File: src/hdl/skt_pkg.sv
// shared types, codes and command/status structs for the sorted key table
package skt_pkg;

  typedef logic [1:0]  req_t;
  typedef logic [16:0] key_t;
  typedef logic [31:0] tag_t;
  typedef logic [2:0]  status_t;

  localparam req_t REQ_INSERT = 2'd0;
  localparam req_t REQ_DELETE = 2'd1;
  localparam req_t REQ_CLEAR  = 2'd2;
  localparam req_t REQ_READ   = 2'd3;

  localparam status_t ST_OK       = 3'd0;
  localparam status_t ST_FULL     = 3'd1;
  localparam status_t ST_RANGE    = 3'd2;
  localparam status_t ST_NOTFOUND = 3'd3;
  localparam status_t ST_EMPTY    = 3'd4;

  localparam key_t MAX_KEY_RESET = 17'd99999;

  // index register operations
  localparam logic [2:0] P_HOLD = 3'd0;
  localparam logic [2:0] P_ZERO = 3'd1;
  localparam logic [2:0] P_TOP  = 3'd2;
  localparam logic [2:0] P_INC  = 3'd3;
  localparam logic [2:0] P_DEC  = 3'd4;

  // write address selects
  localparam logic [1:0] WA_ZERO = 2'd0;
  localparam logic [1:0] WA_NEXT = 2'd1;
  localparam logic [1:0] WA_PREV = 2'd2;

  // entry count operations
  localparam logic [1:0] CNT_HOLD  = 2'd0;
  localparam logic [1:0] CNT_INC   = 2'd1;
  localparam logic [1:0] CNT_DEC   = 2'd2;
  localparam logic [1:0] CNT_CLEAR = 2'd3;

  typedef struct packed {
    key_t key;
    tag_t tag;
  } entry_t;

  typedef struct packed {
    logic       accept;
    logic       capture;
    logic [2:0] p_op;
    logic       rd_en;
    logic       wr_en;
    logic [1:0] wr_addr_sel;
    logic       wr_new;
    logic [1:0] cnt_op;
    logic       out_load;
    status_t    out_status;
    logic       out_entry;
    logic       out_last;
  } skt_cmd_t;

  typedef struct packed {
    logic in_valid;
    req_t req_type;
    logic full;
    logic empty;
    logic key_gt_max;
    logic rd_gt;
    logic rd_eq;
    logic p_zero;
    logic p_last;
    logic out_free;
  } skt_stat_t;

endpackage

File: src/hdl/skt_ifs.sv
// valid/ready channel interfaces for requests, results and configuration
interface skt_in_if;
  logic             valid;
  logic             ready;
  skt_pkg::req_t    req_type;
  skt_pkg::key_t    key;
  skt_pkg::tag_t    payload_tag;

  modport source (output valid, output req_type, output key, output payload_tag,
                  input ready);
  modport sink   (input valid, input req_type, input key, input payload_tag,
                  output ready);
endinterface

interface skt_out_if;
  logic             valid;
  logic             ready;
  skt_pkg::status_t status;
  skt_pkg::key_t    key_out;
  skt_pkg::tag_t    tag_out;
  logic             last;

  modport source (output valid, output status, output key_out, output tag_out,
                  output last, input ready);
  modport sink   (input valid, input status, input key_out, input tag_out,
                  input last, output ready);
endinterface

interface skt_cfg_if;
  logic          valid;
  logic          ready;
  skt_pkg::key_t max_key;

  modport source (output valid, output max_key, input ready);
  modport sink   (input valid, input max_key, output ready);
endinterface

File: src/hdl/skt_dp.sv
// datapath: entry memory, index and count registers, limit register, result register
module skt_dp #(
  parameter int CAPACITY = 8
) (
  input  logic              clk,
  input  logic              rst_n,
  skt_in_if.sink            in_if,
  skt_out_if.source         out_if,
  skt_cfg_if.sink           cfg_if,
  input  skt_pkg::skt_cmd_t cmd,
  output skt_pkg::skt_stat_t stat
);
  import skt_pkg::*;

  localparam int IDX_W = (CAPACITY > 1) ? $clog2(CAPACITY) : 1;
  localparam int CNT_W = $clog2(CAPACITY + 1);

  entry_t             mem [CAPACITY];
  entry_t             rd_q;
  key_t               key_r;
  tag_t               tag_r;
  key_t               max_key_r;
  logic [CNT_W-1:0]   cnt_r, cnt_nxt;
  logic [CNT_W-1:0]   cnt_m1;
  logic [IDX_W-1:0]   p_r, p_nxt;
  logic [IDX_W-1:0]   wr_addr;
  entry_t             wr_data;
  logic               out_valid_r;
  status_t            status_r;
  key_t               key_out_r;
  tag_t               tag_out_r;
  logic               last_r;

  assign cnt_m1 = cnt_r - CNT_W'(1);

  always_comb begin
    case (cmd.p_op)
      P_ZERO:  p_nxt = '0;
      P_TOP:   p_nxt = cnt_m1[IDX_W-1:0];
      P_INC:   p_nxt = p_r + IDX_W'(1);
      P_DEC:   p_nxt = p_r - IDX_W'(1);
      default: p_nxt = p_r;
    endcase
  end

  always_comb begin
    case (cmd.wr_addr_sel)
      WA_NEXT: wr_addr = p_r + IDX_W'(1);
      WA_PREV: wr_addr = p_r - IDX_W'(1);
      default: wr_addr = '0;
    endcase
  end

  assign wr_data = cmd.wr_new ? entry_t'{key: key_r, tag: tag_r} : rd_q;

  always_comb begin
    case (cmd.cnt_op)
      CNT_INC:   cnt_nxt = cnt_r + CNT_W'(1);
      CNT_DEC:   cnt_nxt = cnt_m1;
      CNT_CLEAR: cnt_nxt = '0;
      default:   cnt_nxt = cnt_r;
    endcase
  end

  always_ff @(posedge clk) begin
    if (cmd.wr_en) begin
      mem[wr_addr] <= wr_data;
    end
    if (cmd.rd_en) begin
      rd_q <= mem[p_nxt];
    end
  end

  always_ff @(posedge clk) begin
    p_r <= p_nxt;
    if (cmd.capture) begin
      key_r <= in_if.key;
      tag_r <= in_if.payload_tag;
    end
  end

  always_ff @(posedge clk) begin
    if (!rst_n) begin
      cnt_r     <= '0;
      max_key_r <= MAX_KEY_RESET;
    end else begin
      cnt_r <= cnt_nxt;
      if (cfg_if.valid) begin
        max_key_r <= cfg_if.max_key;
      end
    end
  end

  // result register
  always_ff @(posedge clk) begin
    if (!rst_n) begin
      out_valid_r <= 1'b0;
    end else if (cmd.out_load) begin
      out_valid_r <= 1'b1;
    end else if (out_if.ready) begin
      out_valid_r <= 1'b0;
    end
  end

  always_ff @(posedge clk) begin
    if (cmd.out_load) begin
      status_r  <= cmd.out_status;
      key_out_r <= cmd.out_entry ? rd_q.key : '0;
      tag_out_r <= cmd.out_entry ? rd_q.tag : '0;
      last_r    <= cmd.out_last;
    end
  end

  assign in_if.ready    = cmd.accept;
  assign cfg_if.ready   = 1'b1;
  assign out_if.valid   = out_valid_r;
  assign out_if.status  = status_r;
  assign out_if.key_out = key_out_r;
  assign out_if.tag_out = tag_out_r;
  assign out_if.last    = last_r;

  assign stat.in_valid   = in_if.valid;
  assign stat.req_type   = in_if.req_type;
  assign stat.full       = (cnt_r == CNT_W'(CAPACITY));
  assign stat.empty      = (cnt_r == '0);
  assign stat.key_gt_max = (in_if.key > max_key_r);
  assign stat.rd_gt      = (rd_q.key > key_r);
  assign stat.rd_eq      = (rd_q.key == key_r);
  assign stat.p_zero     = (p_r == '0);
  assign stat.p_last     = (CNT_W'(p_r) == cnt_m1);
  assign stat.out_free   = !out_valid_r || out_if.ready;

endmodule

File: src/hdl/skt_ctrl.sv
// controller: request sequencing for insert, delete, clear and read-out walks
module skt_ctrl (
  input  logic               clk,
  input  logic               rst_n,
  input  skt_pkg::skt_stat_t stat,
  output skt_pkg::skt_cmd_t  cmd
);
  import skt_pkg::*;

  localparam logic [2:0] S_IDLE      = 3'd0;
  localparam logic [2:0] S_INS_CMP   = 3'd1;
  localparam logic [2:0] S_INS_PUT   = 3'd2;
  localparam logic [2:0] S_DEL_CMP   = 3'd3;
  localparam logic [2:0] S_DEL_SHIFT = 3'd4;
  localparam logic [2:0] S_RO_EMIT   = 3'd5;
  localparam logic [2:0] S_RESP      = 3'd6;

  logic [2:0] state_r, state_nxt;
  status_t    resp_r, resp_nxt;

  always_comb begin
    cmd         = '0;
    state_nxt   = state_r;
    resp_nxt    = resp_r;
    case (state_r)
      S_IDLE: begin
        cmd.accept = 1'b1;
        if (stat.in_valid) begin
          cmd.capture = 1'b1;
          case (stat.req_type)
            REQ_INSERT: begin
              if (stat.full) begin
                resp_nxt  = ST_FULL;
                state_nxt = S_RESP;
              end else if (stat.key_gt_max) begin
                resp_nxt  = ST_RANGE;
                state_nxt = S_RESP;
              end else if (stat.empty) begin
                state_nxt = S_INS_PUT;
              end else begin
                cmd.p_op  = P_TOP;
                cmd.rd_en = 1'b1;
                state_nxt = S_INS_CMP;
              end
            end
            REQ_DELETE: begin
              if (stat.empty) begin
                resp_nxt  = ST_EMPTY;
                state_nxt = S_RESP;
              end else begin
                cmd.p_op  = P_ZERO;
                cmd.rd_en = 1'b1;
                state_nxt = S_DEL_CMP;
              end
            end
            REQ_CLEAR: begin
              cmd.cnt_op = CNT_CLEAR;
              resp_nxt   = ST_OK;
              state_nxt  = S_RESP;
            end
            default: begin
              if (stat.empty) begin
                resp_nxt  = ST_EMPTY;
                state_nxt = S_RESP;
              end else begin
                cmd.p_op  = P_ZERO;
                cmd.rd_en = 1'b1;
                state_nxt = S_RO_EMIT;
              end
            end
          endcase
        end
      end
      S_INS_CMP: begin
        cmd.wr_en       = 1'b1;
        cmd.wr_addr_sel = WA_NEXT;
        if (stat.rd_gt) begin
          if (stat.p_zero) begin
            state_nxt = S_INS_PUT;
          end else begin
            cmd.p_op  = P_DEC;
            cmd.rd_en = 1'b1;
          end
        end else begin
          cmd.wr_new = 1'b1;
          cmd.cnt_op = CNT_INC;
          resp_nxt   = ST_OK;
          state_nxt  = S_RESP;
        end
      end
      S_INS_PUT: begin
        cmd.wr_en       = 1'b1;
        cmd.wr_addr_sel = WA_ZERO;
        cmd.wr_new      = 1'b1;
        cmd.cnt_op      = CNT_INC;
        resp_nxt        = ST_OK;
        state_nxt       = S_RESP;
      end
      S_DEL_CMP: begin
        if (stat.rd_eq) begin
          if (stat.p_last) begin
            cmd.cnt_op = CNT_DEC;
            resp_nxt   = ST_OK;
            state_nxt  = S_RESP;
          end else begin
            cmd.p_op  = P_INC;
            cmd.rd_en = 1'b1;
            state_nxt = S_DEL_SHIFT;
          end
        end else if (stat.p_last) begin
          resp_nxt  = ST_NOTFOUND;
          state_nxt = S_RESP;
        end else begin
          cmd.p_op  = P_INC;
          cmd.rd_en = 1'b1;
        end
      end
      S_DEL_SHIFT: begin
        cmd.wr_en       = 1'b1;
        cmd.wr_addr_sel = WA_PREV;
        if (stat.p_last) begin
          cmd.cnt_op = CNT_DEC;
          resp_nxt   = ST_OK;
          state_nxt  = S_RESP;
        end else begin
          cmd.p_op  = P_INC;
          cmd.rd_en = 1'b1;
        end
      end
      S_RO_EMIT: begin
        if (stat.out_free) begin
          cmd.out_load   = 1'b1;
          cmd.out_status = ST_OK;
          cmd.out_entry  = 1'b1;
          cmd.out_last   = stat.p_last;
          if (stat.p_last) begin
            state_nxt = S_IDLE;
          end else begin
            cmd.p_op  = P_INC;
            cmd.rd_en = 1'b1;
          end
        end
      end
      S_RESP: begin
        if (stat.out_free) begin
          cmd.out_load   = 1'b1;
          cmd.out_status = resp_r;
          cmd.out_last   = 1'b1;
          state_nxt      = S_IDLE;
        end
      end
      default: begin
        state_nxt = S_IDLE;
      end
    endcase
  end

  always_ff @(posedge clk) begin
    if (!rst_n) begin
      state_r <= S_IDLE;
      resp_r  <= ST_OK;
    end else begin
      state_r <= state_nxt;
      resp_r  <= resp_nxt;
    end
  end

endmodule

File: src/hdl/sorted_key_table.sv
// top level of the sorted key table
// Requests arrive on in_if (req_type, key, payload_tag) and transfer when
// valid and ready are both high; ready is high only while no request is in
// work. Results leave on out_if (status, key_out, tag_out, last) from an
// output register, with last marking the final result of a request.
// The max_key limit is written through cfg_if at any transfer; it is always
// ready and takes effect on the next insert.
// Entries live in a CAPACITY-deep memory with one read and one write port,
// and every walk visits one entry per cycle through that port pair (the
// read-out walk only while the output register can take a result):
//   insert: from the top entry down, moves each larger key up one place,
//           then writes the new entry above the first key not larger (or at 0)
//   delete: scans from index 0 for the key, then moves each later entry
//           down one place; an absent key is scanned for to the end
//   clear, rejected requests: one result; read-out: one per entry, in order
// Reset empties the table and restores max_key to 99999; memory contents
// are not cleared. While the receiver holds ready low the pending result
// stays in the output register and the walk pauses until it transfers.
module sorted_key_table #(
  parameter int CAPACITY = 8
) (
  input  logic      clk,
  input  logic      rst_n,
  skt_in_if.sink    in_if,
  skt_out_if.source out_if,
  skt_cfg_if.sink   cfg_if
);
  import skt_pkg::*;

  skt_cmd_t  cmd;
  skt_stat_t stat;

  skt_ctrl u_ctrl (
    .clk   (clk),
    .rst_n (rst_n),
    .stat  (stat),
    .cmd   (cmd)
  );

  skt_dp #(
    .CAPACITY (CAPACITY)
  ) u_dp (
    .clk    (clk),
    .rst_n  (rst_n),
    .in_if  (in_if),
    .out_if (out_if),
    .cfg_if (cfg_if),
    .cmd    (cmd),
    .stat   (stat)
  );

endmodule

File: src/flat_wrapper.sv
// flat-port wrapper written by rule: the top's interface ports become plain ports
module sorted_key_table_flat import skt_pkg::*;
#(
  parameter int CAPACITY = 8
)
  (clk, rst_n, in_if_valid, in_if_req_type, in_if_key, in_if_payload_tag, in_if_ready, out_if_valid, out_if_status, out_if_key_out, out_if_tag_out, out_if_last, out_if_ready, cfg_if_valid, cfg_if_max_key, cfg_if_ready);
  skt_in_if in_if_i ();
  skt_out_if out_if_i ();
  skt_cfg_if cfg_if_i ();
  input  logic clk;
  input  logic rst_n;
  input wire logic [$bits(in_if_i.valid)-1:0] in_if_valid;
  input wire logic [$bits(in_if_i.req_type)-1:0] in_if_req_type;
  input wire logic [$bits(in_if_i.key)-1:0] in_if_key;
  input wire logic [$bits(in_if_i.payload_tag)-1:0] in_if_payload_tag;
  output wire logic [$bits(in_if_i.ready)-1:0] in_if_ready;
  output wire logic [$bits(out_if_i.valid)-1:0] out_if_valid;
  output wire logic [$bits(out_if_i.status)-1:0] out_if_status;
  output wire logic [$bits(out_if_i.key_out)-1:0] out_if_key_out;
  output wire logic [$bits(out_if_i.tag_out)-1:0] out_if_tag_out;
  output wire logic [$bits(out_if_i.last)-1:0] out_if_last;
  input wire logic [$bits(out_if_i.ready)-1:0] out_if_ready;
  input wire logic [$bits(cfg_if_i.valid)-1:0] cfg_if_valid;
  input wire logic [$bits(cfg_if_i.max_key)-1:0] cfg_if_max_key;
  output wire logic [$bits(cfg_if_i.ready)-1:0] cfg_if_ready;
  assign in_if_i.valid = in_if_valid;
  assign in_if_i.req_type = in_if_req_type;
  assign in_if_i.key = in_if_key;
  assign in_if_i.payload_tag = in_if_payload_tag;
  assign in_if_ready = in_if_i.ready;
  assign out_if_valid = out_if_i.valid;
  assign out_if_status = out_if_i.status;
  assign out_if_key_out = out_if_i.key_out;
  assign out_if_tag_out = out_if_i.tag_out;
  assign out_if_last = out_if_i.last;
  assign out_if_i.ready = out_if_ready;
  assign cfg_if_i.valid = cfg_if_valid;
  assign cfg_if_i.max_key = cfg_if_max_key;
  assign cfg_if_ready = cfg_if_i.ready;
  sorted_key_table #(.CAPACITY(CAPACITY)) u_core (.clk(clk), .rst_n(rst_n), .in_if(in_if_i), .out_if(out_if_i), .cfg_if(cfg_if_i));
endmodule
File: config.mk
export PLATFORM = sky130hd
export DESIGN_NAME = sorted_key_table_flat
export DESIGN_NICKNAME = d
export VERILOG_FILES = /design/src/hdl/skt_pkg.sv /design/src/hdl/skt_ifs.sv /design/src/hdl/skt_dp.sv /design/src/hdl/skt_ctrl.sv /design/src/hdl/sorted_key_table.sv /design/src/flat_wrapper.sv
export SDC_FILE = /design/constraint.sdc
export NUM_CORES = 1
export LEC_CHECK = 0
export BUFFER_PORTS_ARGS = -buffer_cell sky130_fd_sc_hd__clkbuf_2
export CAP_MARGIN = 20
export CORE_MARGIN = 10
export CORE_UTILIZATION = 40
export CTS_BUF_LIST = sky130_fd_sc_hd__clkbuf_8
export CTS_CLUSTER_DIAMETER = 50
export DETAILED_ROUTE_END_ITERATION = 8
export SYNTH_ARGS = -nofsm -noshare
export SYNTH_HDL_FRONTEND = slang
export SYNTH_SLANG_ARGS = --single-unit
File: constraint.sdc
create_clock -name clk -period 8.8 [get_ports clk]
set_input_delay 0.44 -clock clk [delete_from_list [all_inputs] [get_ports clk]]
set_output_delay 0.44 -clock clk [all_outputs]
set_load 0.005 [all_outputs]
==> reports/summary.txt <==
================================================================================
Gates resized, CTS repair                                                      0
Internal power summed over all cells                                     5.92 mW
Sequential share of power                                                  45.6%
Synth Flop Type                                                         edfxtp_1
Fraction of post-synthesis cell area in the top cell type by area          69.6%
Largest clock skew in the final design                                 0.0348 ns
Number of unique standard cell types used by synthesis                        64
Headroom to the max-slew limit                                             35.6%
Buffer and inverter count on the worst path                                    3
Startpoint type of the worst setup path                                 register
Global route total overflow                                                    0
Number of vias in the routed layout                                        13500
Post-route setup TNS                                                        0 ns
Number of H-tree levels                                                        3
CP delay by family, top                                             buffers and inverters
Post-route insts no fill                                                    2607
Area Overhead vs Synth                                                     16.1%
Worst slack at placement                                                 3.49 ns
Effective utilization at floorplan                                         40.5%
Actual transition at the worst max-transition pin                       0.966 ns
Power density over cell area                                         331 nW/um^2
Worst path cell trace                                               ha_1 > and4_1 > nand3_1 > a31oi_1 > a211oi_4 > nor3_2 > o32a_1 > o21ai_4 > buf_4 > inv_6 > buf_4 > nand2_1 > a32o_1 > a311oi_1
Syn Inst Count                                                              1555
Width of the die                                                          262 um
Hold Vio Cnt, Final                                                            0
Synth area leaders                                                  edfxtp_1 70%, nand2_1 3.8%, and2_1 2.7%
Remaining antenna violation count                                              0
Maximum number of pins on one net before global-route repair                  88
Sequential area share after synthesis                                      72.3%
Crit path max fanout                                                          76
DP Cell Count                                                               2385
Design Area, Final                                                    27200 um^2
Net switching power figure                                               3.08 mW
Core outline area                                                     57800 um^2
Clk sink count                                                               574
Most Frequent Cell on Critical Path                                        buf_4
Post-detailed-placement half-perimeter wirelength                       28100 um
Avg Synthesized Cell Area                                              15.1 um^2
Via count of the first global-routing pass                                 13900
EDFF count, synth                                                            543
Ys Warns                                                                       0
Synthesized netlist net count                                               1671
Iteration count of the initial detailed-routing pass                           5
Final period demand of the worst path                                    5.32 ns
Master of the slowest instance on the critical path                        buf_4
Layout net count                                                            1889
Maximum buffer depth of the clock tree                                         3
Post-synthesis sequential element count                                      574
Category of the worst setup path capture point                          register
Max-slew violation total from the final report                                 0
Utilization after layout                                                   47.0%
Site row count                                                                88
Fill cell count                                                             5002
Die height                                                                262 um
Starting DRT DRC Count                                                       869
Highest clock frequency the design can meet                              188 MHz
Setup repair after global routing missed its margin                           no
Fraction of power spent switching nets                                     34.2%
Cell at the root of the clock tree                                      clkbuf_8
Fraction of power consumed by the clock network                            23.5%
Share of the clock period used by the worst path after layout              60.5%
Arrival time of data at the critical path endpoint                       5.69 ns
Insertion delay of the later-clocked pin in the worst-skew pair          0.67 ns
CTS tree                                                                    done
Share of synthesized flip-flops with an asynchronous set or reset             0%
Die area                                                              68600 um^2
Antenna violations before repair                                               1
Setup Crit Path Kind                                                register to register
Proportion of layout cells with a drive suffix above 1                     19.3%
Via-to-Cell Ratio                                                           5.18
Result of the run                                                   finished, final reports clean
Num ports                                                                    129
Final setup violation count                                                    0
Routability Congestion                                                     0.834
Longest individual stage delay on the worst path                         0.82 ns
Reg clk slew, reported paths                                             0.06 ns
Total routing usage reported by global routing                             15.6%
Number of CTS-inserted buffers                                                93
IO buf count                                                                 127
Leakage                                                                  9.67 nW
Post-synthesis instance area                                          23400 um^2
Library cell with the largest summed area after synthesis               edfxtp_1
Count of maximum capacitance violations                                        0
Detailed-route wire length                                              53700 um
Global-route wire length before repair                                  82300 um
Combinational cell fraction of total power                                 30.8%
WL per Instance                                                          20.6 um
VDD IR-drop max                                                         0.152 mV
WP data required                                                         9.17 ns
Post-route DRC                                                                 0
Standard cell area after detailed placement                           24900 um^2
Worst hold-check path type                                          input port to register
Post-route setup slack                                                   3.48 ns
================================================================================
-- worst min-delay path, cell delays in order --
cell	delay, ns
clkbuf_2	0.09
nand2_1	0.06
o211ai_1	0.07
-- per-layer routing --
layer / wire length [um] / share of wire [%] / GRT usage [%] / up-vias
li1: - / - / - / 6341
met5: 0 / 0 / 0 / -
met1: 23400 / 43 / 20.1 / 6746
met2: 26400 / 49 / 26.1 / 341
met4: 1290 / 2.4 / 5.91 / 0
met3: 2690 / 5.0 / 2.64 / 75
-- Yosys cell counts, drive strengths merged, types with 2 or more instances --
cell / count
o211ai: 10
and3: 3
ha: 43
a32o: 49
dfxtp: 31
a21oi: 24
nor3: 8
xor2: 4
xnor2: 4
buf: 34
inv: 53
nand4: 7
and2: 101
mux2: 49
o21ai: 29
clkbuf: 49
o22ai: 3
nand2: 234
edfxtp: 543
a21o: 2
mux2i: 59
a31oi: 4
a21boi: 7
nor2: 33
nand3: 6
nand2b: 10
a311oi: 49
nor4: 2
a211oi: 56
or2: 2
or3: 11
nor2b: 19
-- metrics by stage --
stage	hold slack [ns]	power, mW
3_3_place_gp	0.472	6.87
3_5_place_dp	0.473	6.96
2_1_floorplan	0.446	6.09
6_report	0.0626	9.00
5_1_grt	0.0700	9.52
4_1_cts	0.00809	9.11
-- layout by cell type, fill, tap and decap left out, types with 4 or more instances in the layout --
master	n
nand3_1	6
mux2i_1	59
a31oi_1	4
dlygate4sd3_1	58
nand2_1	233
xnor2_1	4
mux2_2	49
dfxtp_1	31
clkbuf_2	127
clkbuf_8	99
nor2_1	21
a21oi_1	21
a211oi_1	54
nand4_1	7
a21boi_0	6
nand2b_1	10
inv_2	6
o21ai_0	25
o211ai_1	10
or3_1	11
a32o_1	49
nor2b_1	19
nor2_4	12
xor2_1	4
edfxtp_1	543
and2_1	101
nor3_1	5
buf_4	20
a311oi_2	18
ha_1	43
inv_1	78
clkinv_1	22
a311oi_1	31
-- final timing paths --
check	start	to	slack, ns	cells past startpoint
setup / recovery	u_core.u_dp.rd_q[41]	u_core.u_dp.rd_q[47]	3.48	14
hold reg to reg	u_core.u_ctrl.resp_r[2]	u_core.u_ctrl.resp_r[2]	0.48	2
setup reg to reg	u_core.u_dp.rd_q[41]	u_core.u_dp.rd_q[47]	3.48	14
hold / removal	cfg_if_max_key[10]	u_core.u_dp.max_key_r[10]	0.06	3
-- sequential cells by signal, summed over array words and instances (netlist names) --
| signal | cells |
|---|---|
| u_core.u_dp.mem | 392 |
| u_core.u_dp.rd_q | 49 |
| u_core.u_dp.out_if.tag_out | 32 |
| u_core.u_dp.tag_r | 32 |
| u_core.u_dp.key_r | 17 |
| u_core.u_dp.max_key_r | 17 |
| u_core.u_dp.out_if.key_out | 17 |
| u_core.u_dp.cnt_r | 4 |
| u_core.u_ctrl.resp_r | 3 |
| u_core.u_ctrl.state_r | 3 |
| u_core.u_dp.out_if.status | 3 |
| u_core.u_dp.p_r | 3 |
| u_core.u_dp.out_if.last | 1 |
| u_core.u_dp.out_if.valid | 1 |
-- what timing repair did --
action	4_1_cts	5_1_grt
buffers inserted	0	0
hold endpoints to repair	58	0
endpoints found under the setup margin	0	0
hold buffers	58	0
-- cell type report --
| cell class | count | area [um^2] | share of cell area (%) |
|---|---|---|---|
| Multi-Input combinational cell | 844 | 6010 | 22.1 |
| Clock buffer | 99 | 1360 | 5.01 |
| Timing Repair Buffer | 206 | 1390 | 5.10 |
| Sequential cell | 574 | 16900 | 62.2 |
| Inverter | 54 | 208 | 0.764 |
| Clock inverter | 64 | 340 | 1.25 |
| Antenna cell | 1 | 2.50 | 0.00920 |
| Tap cell | 765 | 957 | 3.52 |
-- power by group through the flow --
| stage | Combinational, mW | Clock [mW] | Sequential (mW) |
|---|---|---|---|
| 3_5_place_dp | 2.80 | 0 | 4.16 |
| 4_1_cts | 2.82 | 2.18 | 4.11 |
| 5_1_grt | 3.07 | 2.30 | 4.15 |
| 2_1_floorplan | 2.01 | 0 | 4.08 |
| 3_3_place_gp | 2.72 | 0 | 4.15 |
| 6_report | 2.77 | 2.12 | 4.11 |
-- kinds of logic (layout without fill, tap and decap cells) --
family                   after synthesis  count (layout)  synth area share, %
multiplexers                         108             108                 4.88
AND/OR/NAND/NOR                      439             439                 8.93
AO/OA/AOI/OAI                        245             245                 8.72
flip-flops                           574             574                 72.3
buffers and inverters                137             423                 2.59
adder cells (fa/ha/maj)               43              43                 2.30
other                                  1               2               0.0160
XOR/XNOR                               8               8                0.299
Power figures use the tool's default switching activity.
